$ cat config.mk
export PLATFORM = sky130hd
export DESIGN_NAME = pps_second_tracker
export DESIGN_NICKNAME = d
export VERILOG_FILES = /design/src/rtl/pst_pkg.sv /design/src/rtl/pst_engine.sv /design/src/rtl/pps_second_tracker.sv
export VERILOG_INCLUDE_DIRS = /design/src /design/src/rtl
export SDC_FILE = /design/constraint.sdc
export NUM_CORES = 2
export LEC_CHECK = 0
export BUFFER_PORTS_ARGS = -buffer_cell sky130_fd_sc_hd__buf_2
export CAP_MARGIN = 5
export CORE_ASPECT_RATIO = 0.8
export CORE_UTILIZATION = 60
export DETAILED_ROUTE_END_ITERATION = 8
export PLACE_DENSITY = 0.78
export SETUP_SLACK_MARGIN = 0.5
export SYNTH_ARGS = -nofsm -noshare
export SYNTH_HDL_FRONTEND = slang
export SYNTH_SLANG_ARGS = --single-unit
$ cat constraint.sdc
create_clock -name i_clk -period 11 [get_ports i_clk]
set_input_delay 1.1 -clock i_clk [delete_from_list [all_inputs] [get_ports i_clk]]
set_output_delay 1.1 -clock i_clk [all_outputs]
set_load 0.02 [all_outputs]
$ cat src/rtl/assert_macros.svh
// ----------------------------------------------------------------------------
// assert_macros
// concurrent assertion wrappers, empty when built for synthesis
// ----------------------------------------------------------------------------
`ifndef ASSERT_MACROS_SVH
`define ASSERT_MACROS_SVH

`ifndef SYNTHESIS

// checked only while reset is released
`define ASSERT_RST(label, clk, rst_n, prop) \
    label: assert property (@(posedge clk) disable iff (!(rst_n)) (prop)) \
        else $error("assertion failed");

// checked at every edge, reset included
`define ASSERT_ALWAYS(label, clk, prop) \
    label: assert property (@(posedge clk) (prop)) \
        else $error("assertion failed");

`else

`define ASSERT_RST(label, clk, rst_n, prop)
`define ASSERT_ALWAYS(label, clk, prop)

`endif

`endif

$ cat src/rtl/pst_pkg.sv
`timescale 1ns / 1ps
// ----------------------------------------------------------------------------
// pst_pkg
// shared types, codes, constants and constant-divisor helpers of the tracker
// ----------------------------------------------------------------------------
package pst_pkg;

    // op codes
    localparam logic [1:0] OP_POLL  = 2'd0;
    localparam logic [1:0] OP_SYNC  = 2'd1;
    localparam logic [1:0] OP_START = 2'd2;

    // register indexes
    localparam logic [1:0] REG_DEVICE_PRESENT = 2'd0;
    localparam logic [1:0] REG_STALE_LIMIT    = 2'd1;
    localparam logic [1:0] REG_MIN_GAP        = 2'd2;
    localparam logic [1:0] REG_MAX_GAP        = 2'd3;

    localparam logic [15:0] STALE_LIMIT_RESET = 16'd3000;
    localparam logic [15:0] MIN_GAP_RESET     = 16'd500;
    localparam logic [15:0] MAX_GAP_RESET     = 16'd1500;

    localparam logic [4:0]  RESYNC_LAST      = 5'd29;   // resync period 30, minus one
    localparam logic [9:0]  PHASE_CLAMP      = 10'd999;
    localparam logic [31:0] FALLBACK_SECONDS = 32'd946684800;

    // exact floor reciprocals for 32-bit dividends
    localparam logic [28:0] RECIP_1000 = 29'd274877907;  // ceil(2^38 / 1000)
    localparam int          SHIFT_1000 = 38;
    localparam logic [31:0] RECIP_30   = 32'd2290649225; // ceil(2^36 / 30)
    localparam int          SHIFT_30   = 36;

    typedef struct packed {
        logic        device_present;
        logic [15:0] stale_limit_ms;
        logic [15:0] min_gap_ms;
        logic [15:0] max_gap_ms;
    } t_cfg;

    typedef struct packed {
        logic [1:0]  op;
        logic [31:0] now_ms;
        logic [7:0]  pulse_count;
        logic [31:0] edge_ms;
        logic [31:0] chip_seconds;
        logic        edge_moved;
        logic [9:0]  now_mod1000;
        logic [4:0]  chip_mod30;
    } t_item;

    typedef struct packed {
        logic        tick_valid;
        logic [31:0] tick_seconds;
        logic [31:0] tick_edge_ms;
        logic        discontinuity;
        logic [9:0]  phase_ms;
        logic        healthy;
        logic [31:0] current_seconds;
    } t_result;

    // x mod 1000 by reciprocal multiply and a shift-add back-multiply
    function automatic logic [9:0] mod1000(input logic [31:0] x);
        logic [60:0] prod;
        logic [22:0] q;
        logic [31:0] r;
        prod = 61'(x) * 61'(RECIP_1000);
        q    = prod[SHIFT_1000 +: 23];
        // q * 1000 = q * 1024 - q * 16 - q * 8
        r    = x - 32'({q, 10'd0}) + 32'({q, 4'd0}) + 32'({q, 3'd0});
        return r[9:0];
    endfunction

    // x mod 30
    function automatic logic [4:0] mod30(input logic [31:0] x);
        logic [63:0] prod;
        logic [27:0] q;
        logic [31:0] r;
        prod = 64'(x) * 64'(RECIP_30);
        q    = prod[SHIFT_30 +: 28];
        // q * 30 = q * 32 - q * 2
        r    = x - 32'({q, 5'd0}) + 32'({q, 1'd0});
        return r[4:0];
    endfunction

endpackage

$ cat src/rtl/pst_engine.sv
`timescale 1ns / 1ps
// ----------------------------------------------------------------------------
// pst_engine
// tracker state and the per-beat update and status logic
// ----------------------------------------------------------------------------
`include "assert_macros.svh"

module pst_engine (
    input  logic            i_clk,
    input  logic            i_rst_n,
    input  logic            i_advance,
    input  pst_pkg::t_cfg   i_cfg,
    input  pst_pkg::t_item  i_item,
    output pst_pkg::t_result o_res
);

    logic [31:0] r_cached_seconds, n_cached_seconds;
    logic [4:0]  r_cached_mod30,   n_cached_mod30;
    logic        r_cache_valid,    n_cache_valid;
    logic        r_resync_pending, n_resync_pending;
    logic        r_saw_edge,       n_saw_edge;
    logic [31:0] r_last_edge_ms,   n_last_edge_ms;
    logic [31:0] r_start_ms,       n_start_ms;
    logic        r_started,        n_started;

    logic [31:0] stale32, d_edge, d_last, d_start, gap, expected, d_ref, elapsed;
    logic        stale, too_soon, late, disc0, use_chip, poll_live, accept, reseed, fresh;
    logic        tick_valid, tick_disc, healthy;
    logic [31:0] tick_seconds, tick_edge_ms, cur_seconds;
    logic [9:0]  phase_ms;
    logic        is_start, tick_state, start_state;

    assign stale32   = {16'd0, i_cfg.stale_limit_ms};
    assign d_edge    = i_item.now_ms - i_item.edge_ms;
    assign d_last    = i_item.now_ms - r_last_edge_ms;
    assign d_start   = i_item.now_ms - r_start_ms;
    assign gap       = i_item.edge_ms - r_last_edge_ms;
    assign expected  = r_cached_seconds + 32'd1;

    assign stale     = d_edge >= stale32;
    assign too_soon  = r_saw_edge && (gap < {16'd0, i_cfg.min_gap_ms});
    assign late      = r_saw_edge && (gap > {16'd0, i_cfg.max_gap_ms});
    assign disc0     = r_resync_pending || !r_saw_edge || (i_item.pulse_count > 8'd1) || late;
    // expected second lands on a multiple of 30, zero after a wrap included
    assign use_chip  = disc0 || (r_cached_mod30 == pst_pkg::RESYNC_LAST) || (expected == 32'd0);
    assign poll_live = (i_item.op == pst_pkg::OP_POLL) && (i_item.pulse_count != 8'd0)
                       && !stale && !too_soon;
    assign accept    = poll_live && !(use_chip && i_item.edge_moved);
    assign reseed    = (i_item.op == pst_pkg::OP_START)
                       || ((i_item.op == pst_pkg::OP_SYNC) && i_cfg.device_present);

    always_comb begin
        n_cached_seconds = r_cached_seconds;
        n_cached_mod30   = r_cached_mod30;
        n_cache_valid    = r_cache_valid;
        n_resync_pending = r_resync_pending;
        n_saw_edge       = r_saw_edge;
        n_last_edge_ms   = r_last_edge_ms;
        n_start_ms       = r_start_ms;
        n_started        = r_started;
        tick_valid       = 1'b0;
        tick_seconds     = 32'd0;
        tick_edge_ms     = 32'd0;
        tick_disc        = 1'b0;
        unique case (i_item.op)
            pst_pkg::OP_START: begin
                n_start_ms       = i_item.now_ms;
                n_saw_edge       = 1'b0;
                n_started        = 1'b1;
                n_resync_pending = 1'b1;
                n_cached_seconds = i_item.chip_seconds;
                n_cached_mod30   = i_item.chip_mod30;
                n_cache_valid    = 1'b1;
            end
            pst_pkg::OP_SYNC: begin
                if (i_cfg.device_present) begin
                    n_cached_seconds = i_item.chip_seconds;
                    n_cached_mod30   = i_item.chip_mod30;
                    n_cache_valid    = 1'b1;
                    n_resync_pending = 1'b1;
                    n_saw_edge       = 1'b0;
                    n_start_ms       = i_item.now_ms;
                end
            end
            pst_pkg::OP_POLL: begin
                if (i_item.pulse_count != 8'd0) begin
                    if (stale || (poll_live && !accept)) begin
                        n_resync_pending = 1'b1;
                    end else if (accept) begin
                        n_cached_seconds = use_chip ? i_item.chip_seconds : expected;
                        if (use_chip) begin
                            n_cached_mod30 = i_item.chip_mod30;
                        end else begin
                            n_cached_mod30 = r_cached_mod30 + 5'd1;
                        end
                        n_cache_valid    = 1'b1;
                        n_resync_pending = 1'b0;
                        n_saw_edge       = 1'b1;
                        n_last_edge_ms   = i_item.edge_ms;
                        tick_valid       = 1'b1;
                        tick_seconds     = n_cached_seconds;
                        tick_edge_ms     = i_item.edge_ms;
                        tick_disc        = disc0
                            || (use_chip && (i_item.chip_seconds != expected));
                    end
                end
            end
            default: begin
            end
        endcase
    end

    // age against the post-update reference, picked from precomputed differences
    always_comb begin
        if (n_saw_edge) begin
            d_ref = accept ? d_edge : d_last;
        end else begin
            d_ref = reseed ? 32'd0 : d_start;
        end
    end

    assign elapsed = accept ? d_edge : d_last;
    assign fresh   = n_started && (d_ref < stale32);

    always_comb begin
        if (!n_saw_edge || !fresh) begin
            phase_ms = i_item.now_mod1000;
        end else if (elapsed > {22'd0, pst_pkg::PHASE_CLAMP}) begin
            phase_ms = pst_pkg::PHASE_CLAMP;
        end else begin
            phase_ms = elapsed[9:0];
        end
    end

    assign healthy = i_cfg.device_present && (!n_started || fresh);

    always_comb begin
        if (!i_cfg.device_present) begin
            cur_seconds = pst_pkg::FALLBACK_SECONDS;
        end else if (!n_cache_valid || !fresh) begin
            cur_seconds = i_item.chip_seconds;
        end else begin
            cur_seconds = n_cached_seconds;
        end
    end

    assign o_res = {tick_valid, tick_seconds, tick_edge_ms, tick_disc,
                    phase_ms, healthy, cur_seconds};

    always_ff @(posedge i_clk) begin
        if (!i_rst_n) begin
            r_cached_seconds <= 32'd0;
            r_cached_mod30   <= 5'd0;
            r_cache_valid    <= 1'b0;
            r_resync_pending <= 1'b1;
            r_saw_edge       <= 1'b0;
            r_last_edge_ms   <= 32'd0;
            r_start_ms       <= 32'd0;
            r_started        <= 1'b0;
        end else if (i_advance) begin
            r_cached_seconds <= n_cached_seconds;
            r_cached_mod30   <= n_cached_mod30;
            r_cache_valid    <= n_cache_valid;
            r_resync_pending <= n_resync_pending;
            r_saw_edge       <= n_saw_edge;
            r_last_edge_ms   <= n_last_edge_ms;
            r_start_ms       <= n_start_ms;
            r_started        <= n_started;
        end
    end

    assign is_start    = i_item.op == pst_pkg::OP_START;
    assign tick_state  = r_saw_edge && r_cache_valid && !r_resync_pending;
    assign start_state = r_started && r_resync_pending && !r_saw_edge;

    `ASSERT_RST(a_mod30_range, i_clk, i_rst_n, r_cached_mod30 <= pst_pkg::RESYNC_LAST)
    `ASSERT_RST(a_tick_sets_state, i_clk, i_rst_n, (i_advance && tick_valid) |=> tick_state)
    `ASSERT_RST(a_start_marks, i_clk, i_rst_n, (i_advance && is_start) |=> start_state)
    `ASSERT_ALWAYS(a_tick_edge, i_clk, tick_valid |-> (tick_edge_ms == n_last_edge_ms))

endmodule

$ cat src/rtl/pps_second_tracker.sv
`timescale 1ns / 1ps
// ----------------------------------------------------------------------------
// pps_second_tracker
// time-of-day tracker driven by one-pulse-per-second edges and a time chip
// ----------------------------------------------------------------------------
// Takes one beat per clock while the result side is not stalled and returns
// exactly one result beat for each; a beat first lands in the input register,
// where now_ms mod 1000 and chip_seconds mod 30 are formed, then one pass of
// update logic writes the tracker state and the result register at the same
// edge, so the next beat always sees the state the previous one left. Both
// registers hold while the result side stalls, and input ready drops only
// when both are full and the result is not being taken. The user must write
// configuration registers through the plain write port only while no beat
// is in flight; the block itself does not enforce this.
`include "assert_macros.svh"

module pps_second_tracker (
    input  logic        i_clk,
    input  logic        i_rst_n,
    // configuration
    input  logic        i_cfg_we,
    input  logic [1:0]  i_cfg_index,
    input  logic [15:0] i_cfg_data,
    // input channel
    input  logic        i_in_valid,
    output logic        o_in_ready,
    input  logic [1:0]  i_op,
    input  logic [31:0] i_now_ms,
    input  logic [7:0]  i_pulse_count,
    input  logic [31:0] i_edge_ms,
    input  logic [31:0] i_chip_seconds,
    input  logic        i_edge_moved,
    // result channel
    output logic        o_out_valid,
    input  logic        i_out_ready,
    output logic        o_tick_valid,
    output logic [31:0] o_tick_seconds,
    output logic [31:0] o_tick_edge_ms,
    output logic        o_discontinuity,
    output logic [9:0]  o_phase_ms,
    output logic        o_healthy,
    output logic [31:0] o_current_seconds
);

    pst_pkg::t_cfg    r_cfg;
    pst_pkg::t_item   r_a_item;
    logic             r_a_valid;
    pst_pkg::t_result r_b_res;
    logic             r_b_valid;
    pst_pkg::t_result res;
    logic             b_free, advance, a_load;

    always_ff @(posedge i_clk) begin
        if (!i_rst_n) begin
            r_cfg.device_present <= 1'b0;
            r_cfg.stale_limit_ms <= pst_pkg::STALE_LIMIT_RESET;
            r_cfg.min_gap_ms     <= pst_pkg::MIN_GAP_RESET;
            r_cfg.max_gap_ms     <= pst_pkg::MAX_GAP_RESET;
        end else if (i_cfg_we) begin
            unique case (i_cfg_index)
                pst_pkg::REG_DEVICE_PRESENT: r_cfg.device_present <= i_cfg_data[0];
                pst_pkg::REG_STALE_LIMIT:    r_cfg.stale_limit_ms <= i_cfg_data;
                pst_pkg::REG_MIN_GAP:        r_cfg.min_gap_ms     <= i_cfg_data;
                pst_pkg::REG_MAX_GAP:        r_cfg.max_gap_ms     <= i_cfg_data;
                default: begin
                end
            endcase
        end
    end

    assign b_free     = !r_b_valid || i_out_ready;
    assign advance    = r_a_valid && b_free;
    assign o_in_ready = !r_a_valid || advance;
    assign a_load     = i_in_valid && o_in_ready;

    always_ff @(posedge i_clk) begin
        if (!i_rst_n) begin
            r_a_valid <= 1'b0;
            r_b_valid <= 1'b0;
        end else begin
            if (a_load) begin
                r_a_valid <= 1'b1;
            end else if (advance) begin
                r_a_valid <= 1'b0;
            end
            if (advance) begin
                r_b_valid <= 1'b1;
            end else if (i_out_ready) begin
                r_b_valid <= 1'b0;
            end
        end
    end

    always_ff @(posedge i_clk) begin
        if (a_load) begin
            r_a_item.op           <= i_op;
            r_a_item.now_ms       <= i_now_ms;
            r_a_item.pulse_count  <= i_pulse_count;
            r_a_item.edge_ms      <= i_edge_ms;
            r_a_item.chip_seconds <= i_chip_seconds;
            r_a_item.edge_moved   <= i_edge_moved;
            r_a_item.now_mod1000  <= pst_pkg::mod1000(i_now_ms);
            r_a_item.chip_mod30   <= pst_pkg::mod30(i_chip_seconds);
        end
        if (advance) begin
            r_b_res <= res;
        end
    end

    pst_engine u_engine (
        .i_clk    (i_clk),
        .i_rst_n  (i_rst_n),
        .i_advance(advance),
        .i_cfg    (r_cfg),
        .i_item   (r_a_item),
        .o_res    (res)
    );

    assign o_out_valid       = r_b_valid;
    assign o_tick_valid      = r_b_res.tick_valid;
    assign o_tick_seconds    = r_b_res.tick_seconds;
    assign o_tick_edge_ms    = r_b_res.tick_edge_ms;
    assign o_discontinuity   = r_b_res.discontinuity;
    assign o_phase_ms        = r_b_res.phase_ms;
    assign o_healthy         = r_b_res.healthy;
    assign o_current_seconds = r_b_res.current_seconds;

    `ASSERT_RST(a_result_kept, i_clk, i_rst_n, (r_b_valid && !i_out_ready) |=> r_b_valid)
    `ASSERT_RST(a_item_kept, i_clk, i_rst_n, (r_a_valid && !advance) |=> r_a_valid)
    `ASSERT_RST(a_ready_when_empty, i_clk, i_rst_n, !r_a_valid |-> o_in_ready)

endmodule
==> results.cfg <==
[final_layout]
regArea_um2 = 9941
fin_cells = 5955
multi_input_area_um2 = 30390
n_fill_cell = 5830
final_util_pct = 65.89
synthToLayoutAreaGrowth_pct = 7.838
fin_nets = 6191
layout-drive-gt1-share_pct = 7.786
design_area_um2 = 47810

[global_routing]
antenna_found_initial = 3
grt_pass1_vias = 35191
grt_max_degree = 84
grtUsageTotal_pct = 36.20
grt_pass1_wl_um = 205800
grt_overflow_total = 0

[min_path]
hold_path_startpoint = u_engine.r_start_ms[22]
min_path_type = reg2reg
holdPathEnd = u_engine.r_start_ms[22]
worstHoldPathCells = 2

[floorplan]
die-area_um2 = 74990
die_width_um = 305.9
fp.coreArea_um2 = 72560
start_util_pct = 61.10
io_pins = 241
rows = 88
fp.dieH_um = 245.1

[routing]
wl_per_cell_um = 22.59
route.detailed.drc = 0
via_per_inst = 6.023
dr_total_vias = 35865
drt_iter0_drc = 3659
finalWirelength_um = 134500
first_pass_iters = 9
ant_nets = 0

[placed_design]
place_inst = 5876
place_congestion = 0.9920
port_buffers = 240
hpwlAfterDp_um = 108100
place_area_um2 = 46300

[setup_path]
crit_type = reg2reg
path_max_fanout = 22
end_kind = flip-flop
cp.arrival_ns = 10.41
cp_data_required_time_ns = 11.38
critPathLaunchType = flip-flop
slowest_delay_ns = 0.68
reg2regPathDepth = 37
cpMaxStageDelayCell = or4_1
r2r_start = r_a_item[48]
r2r_end = o_current_seconds[0]
reg2reg_setup_slack_ns = 0.97
path_buf_inv = 3
path_delay_family = compound AO/OA/AOI/OAI gates
crit_top_cell = a21oi_1

[yosys]
avgSynthCellArea_um2 = 9.201
synth_edf_count = 227
synth_seq_cells = 383
synth.distinct_cells = 89
synthCells = 4818
synth_fp_nets = 6034
ys_async_sr_fraction_pct = 0
synthFlopType = edfxtp_1
ys_seq_area_share_pct = 22.42
synth_area_um2 = 44330
yosysWarnings = 0

[power]
power_frac_comb_pct = 79.4
p_sw_w = 0.008733
p_leak_nw = 22.10
intPower_w = 0.009096
p_per_area_nw_per_um2 = 372.9
seqPwrFrac_pct = 11.9
swShare_pct = 48.98
pwr-share-clk_pct = 8.8
peakVddDrop_mv = 1.411
power_w = 0.01783

[run_status]
outcome = finished clean

[clocking]
cts-buffers-inserted = 42
htreeDepth = 2
cts_max_path_buffers = 3
post_cts_buffers = 0
cts_hold_buf = 0
cts-resized-gates = 0
cts_tree = built
cts.sinks = 383
cts_root_buffer = clkbuf_16
clk_pin_slew_ns = 0.06
clk_latency_ns = 0.64

[flow_run]
cap_violations = 0

[timing]
clock_skew_ns = 0.06307
maxSlewViolCount = 0
fmax_mhz = 99.68
hold_viol = 0
worst_pin_slew_ns = 1.294
grt_setup_unrepaired = no
setup_viol = 0
fin_crit_sh_pct = 91.20
fin_crit_ns = 10.03
setup_tns_ns = 0
relSlewSlack_pct = 13.55
==> state kept, by name, indices dropped and copies added (netlist names), 5 cells and up <==
signal	cells
o_current_seconds	32
u_engine.r_start_ms	32
u_engine.r_cached_mod30	5
o_tick_seconds	32
r_a_item	118
o_phase_ms	10
u_engine.r_cached_seconds	32
r_cfg	49
o_tick_edge_ms	32
u_engine.r_last_edge_ms	32
==> routing by layer <==
metal	track usage (%)	vias to the layer above	share of wire, %
met3	11.54	265	12
met2	51.64	1711	41
met1	52.11	17260	44
met5	0	-	0.016
li1	-	16625	-
met4	10.97	4	3.1
==> metrics by stage <==
step | setup slack [ns] | hold slack [ns]
floorplan | 2.090 | 0.4363
global placement | 1.227 | 0.4413
detailed placement | 1.030 | 0.4473
CTS | 1.354 | 0.4553
global route | 0.6113 | 0.4689
finish | 0.9680 | 0.4544
==> Yosys cell counts, types with 75 or more instances <==
cell      number  area [um2]
a21o_1        75       563.0
a21oi_1      312        1562
clkbuf_1     108       405.4
dfxtp_1      156        3123
edfxtp_1     227        6817
fa_1         407        8148
ha_1         679        8496
inv_1        906        3401
mux2i_1      105        1051
nand2_1      431        1618
nor2_1       257       964.7
o21ai_0      152       760.7
xnor2_1      128        1121
==> layout by cell type, fill, tap and decap left out, types with 11 or more instances in the layout <==
cell,count
a211oi_1,43
a21o_1,75
a21oi_1,311
a221o_1,13
a22oi_1,12
a31oi_1,25
and2_1,19
and3_1,36
and4_1,15
buf_2,240
buf_4,21
clkbuf_16,42
dfxtp_1,155
edfxtp_1,227
fa_1,407
ha_1,679
inv_1,905
mux2i_1,105
nand2_1,431
nand2b_1,22
nand3_1,67
nand4_1,54
nor2_1,255
nor2b_1,28
nor3_1,69
nor4_1,24
o2111ai_1,16
o211ai_1,46
o21a_1,35
o21ai_0,152
o21bai_1,16
o221ai_1,19
o31ai_1,11
or3_1,15
xnor2_1,128
xor2_1,70
==> worst max path at each step <==
| stage | startpoint | end | slack [ns] | cells past startpoint |
|---|---|---|---|---|
| after floorplan | i_now_ms[18] | r_a_item[14] | 2.09 | 31 |
| after global placement | i_now_ms[7] | r_a_item[14] | 1.23 | 32 |
| after detailed placement | i_now_ms[7] | r_a_item[14] | 1.03 | 32 |
| after CTS | r_a_item[48] | o_current_seconds[0] | 1.35 | 37 |
| after global routing | r_a_item[48] | o_current_seconds[0] | 0.61 | 38 |
| final | r_a_item[48] | o_current_seconds[0] | 0.97 | 37 |
==> tightest hold or removal path, stage by stage (launching register included) <==
cell and delay, ns:
dfxtp_1 0.31, nand2_1 0.05, a21oi_1 0.05
==> cell families after synthesis <==
logic type,share of synthesized area (%)
and+or+nand+nor,11.41
adders and majority gates,37.54
buffers and inverters,9.085
AOI/OAI and AO/OA,12.77
DFF,22.42
xor gates and xnor gates,3.912
muxes,2.862
==> layout make-up <==
type	instances	area share, %
multi-input cells	3377	63.56
clock inverters	24	0.7930
clock buffers	54	2.363
repair buffers	261	2.842
flip-flops and latches	383	20.79
well taps	945	2.473
inverters	910	7.166
diodes	1	0.005234
==> power by group through the flow <==
stage / logic, W / clock network (W) / registers (W)
CTS: 0.0141 / 0.00158 / 0.00213
global route: 0.0159 / 0.00163 / 0.00212
global placement: 0.0135 / 0 / 0.00216
detailed placement: 0.0139 / 0 / 0.00216
finish: 0.0141 / 0.00156 / 0.00212
floorplan: 0.0103 / 0 / 0.00220
(Power assumes the default switching activity.)
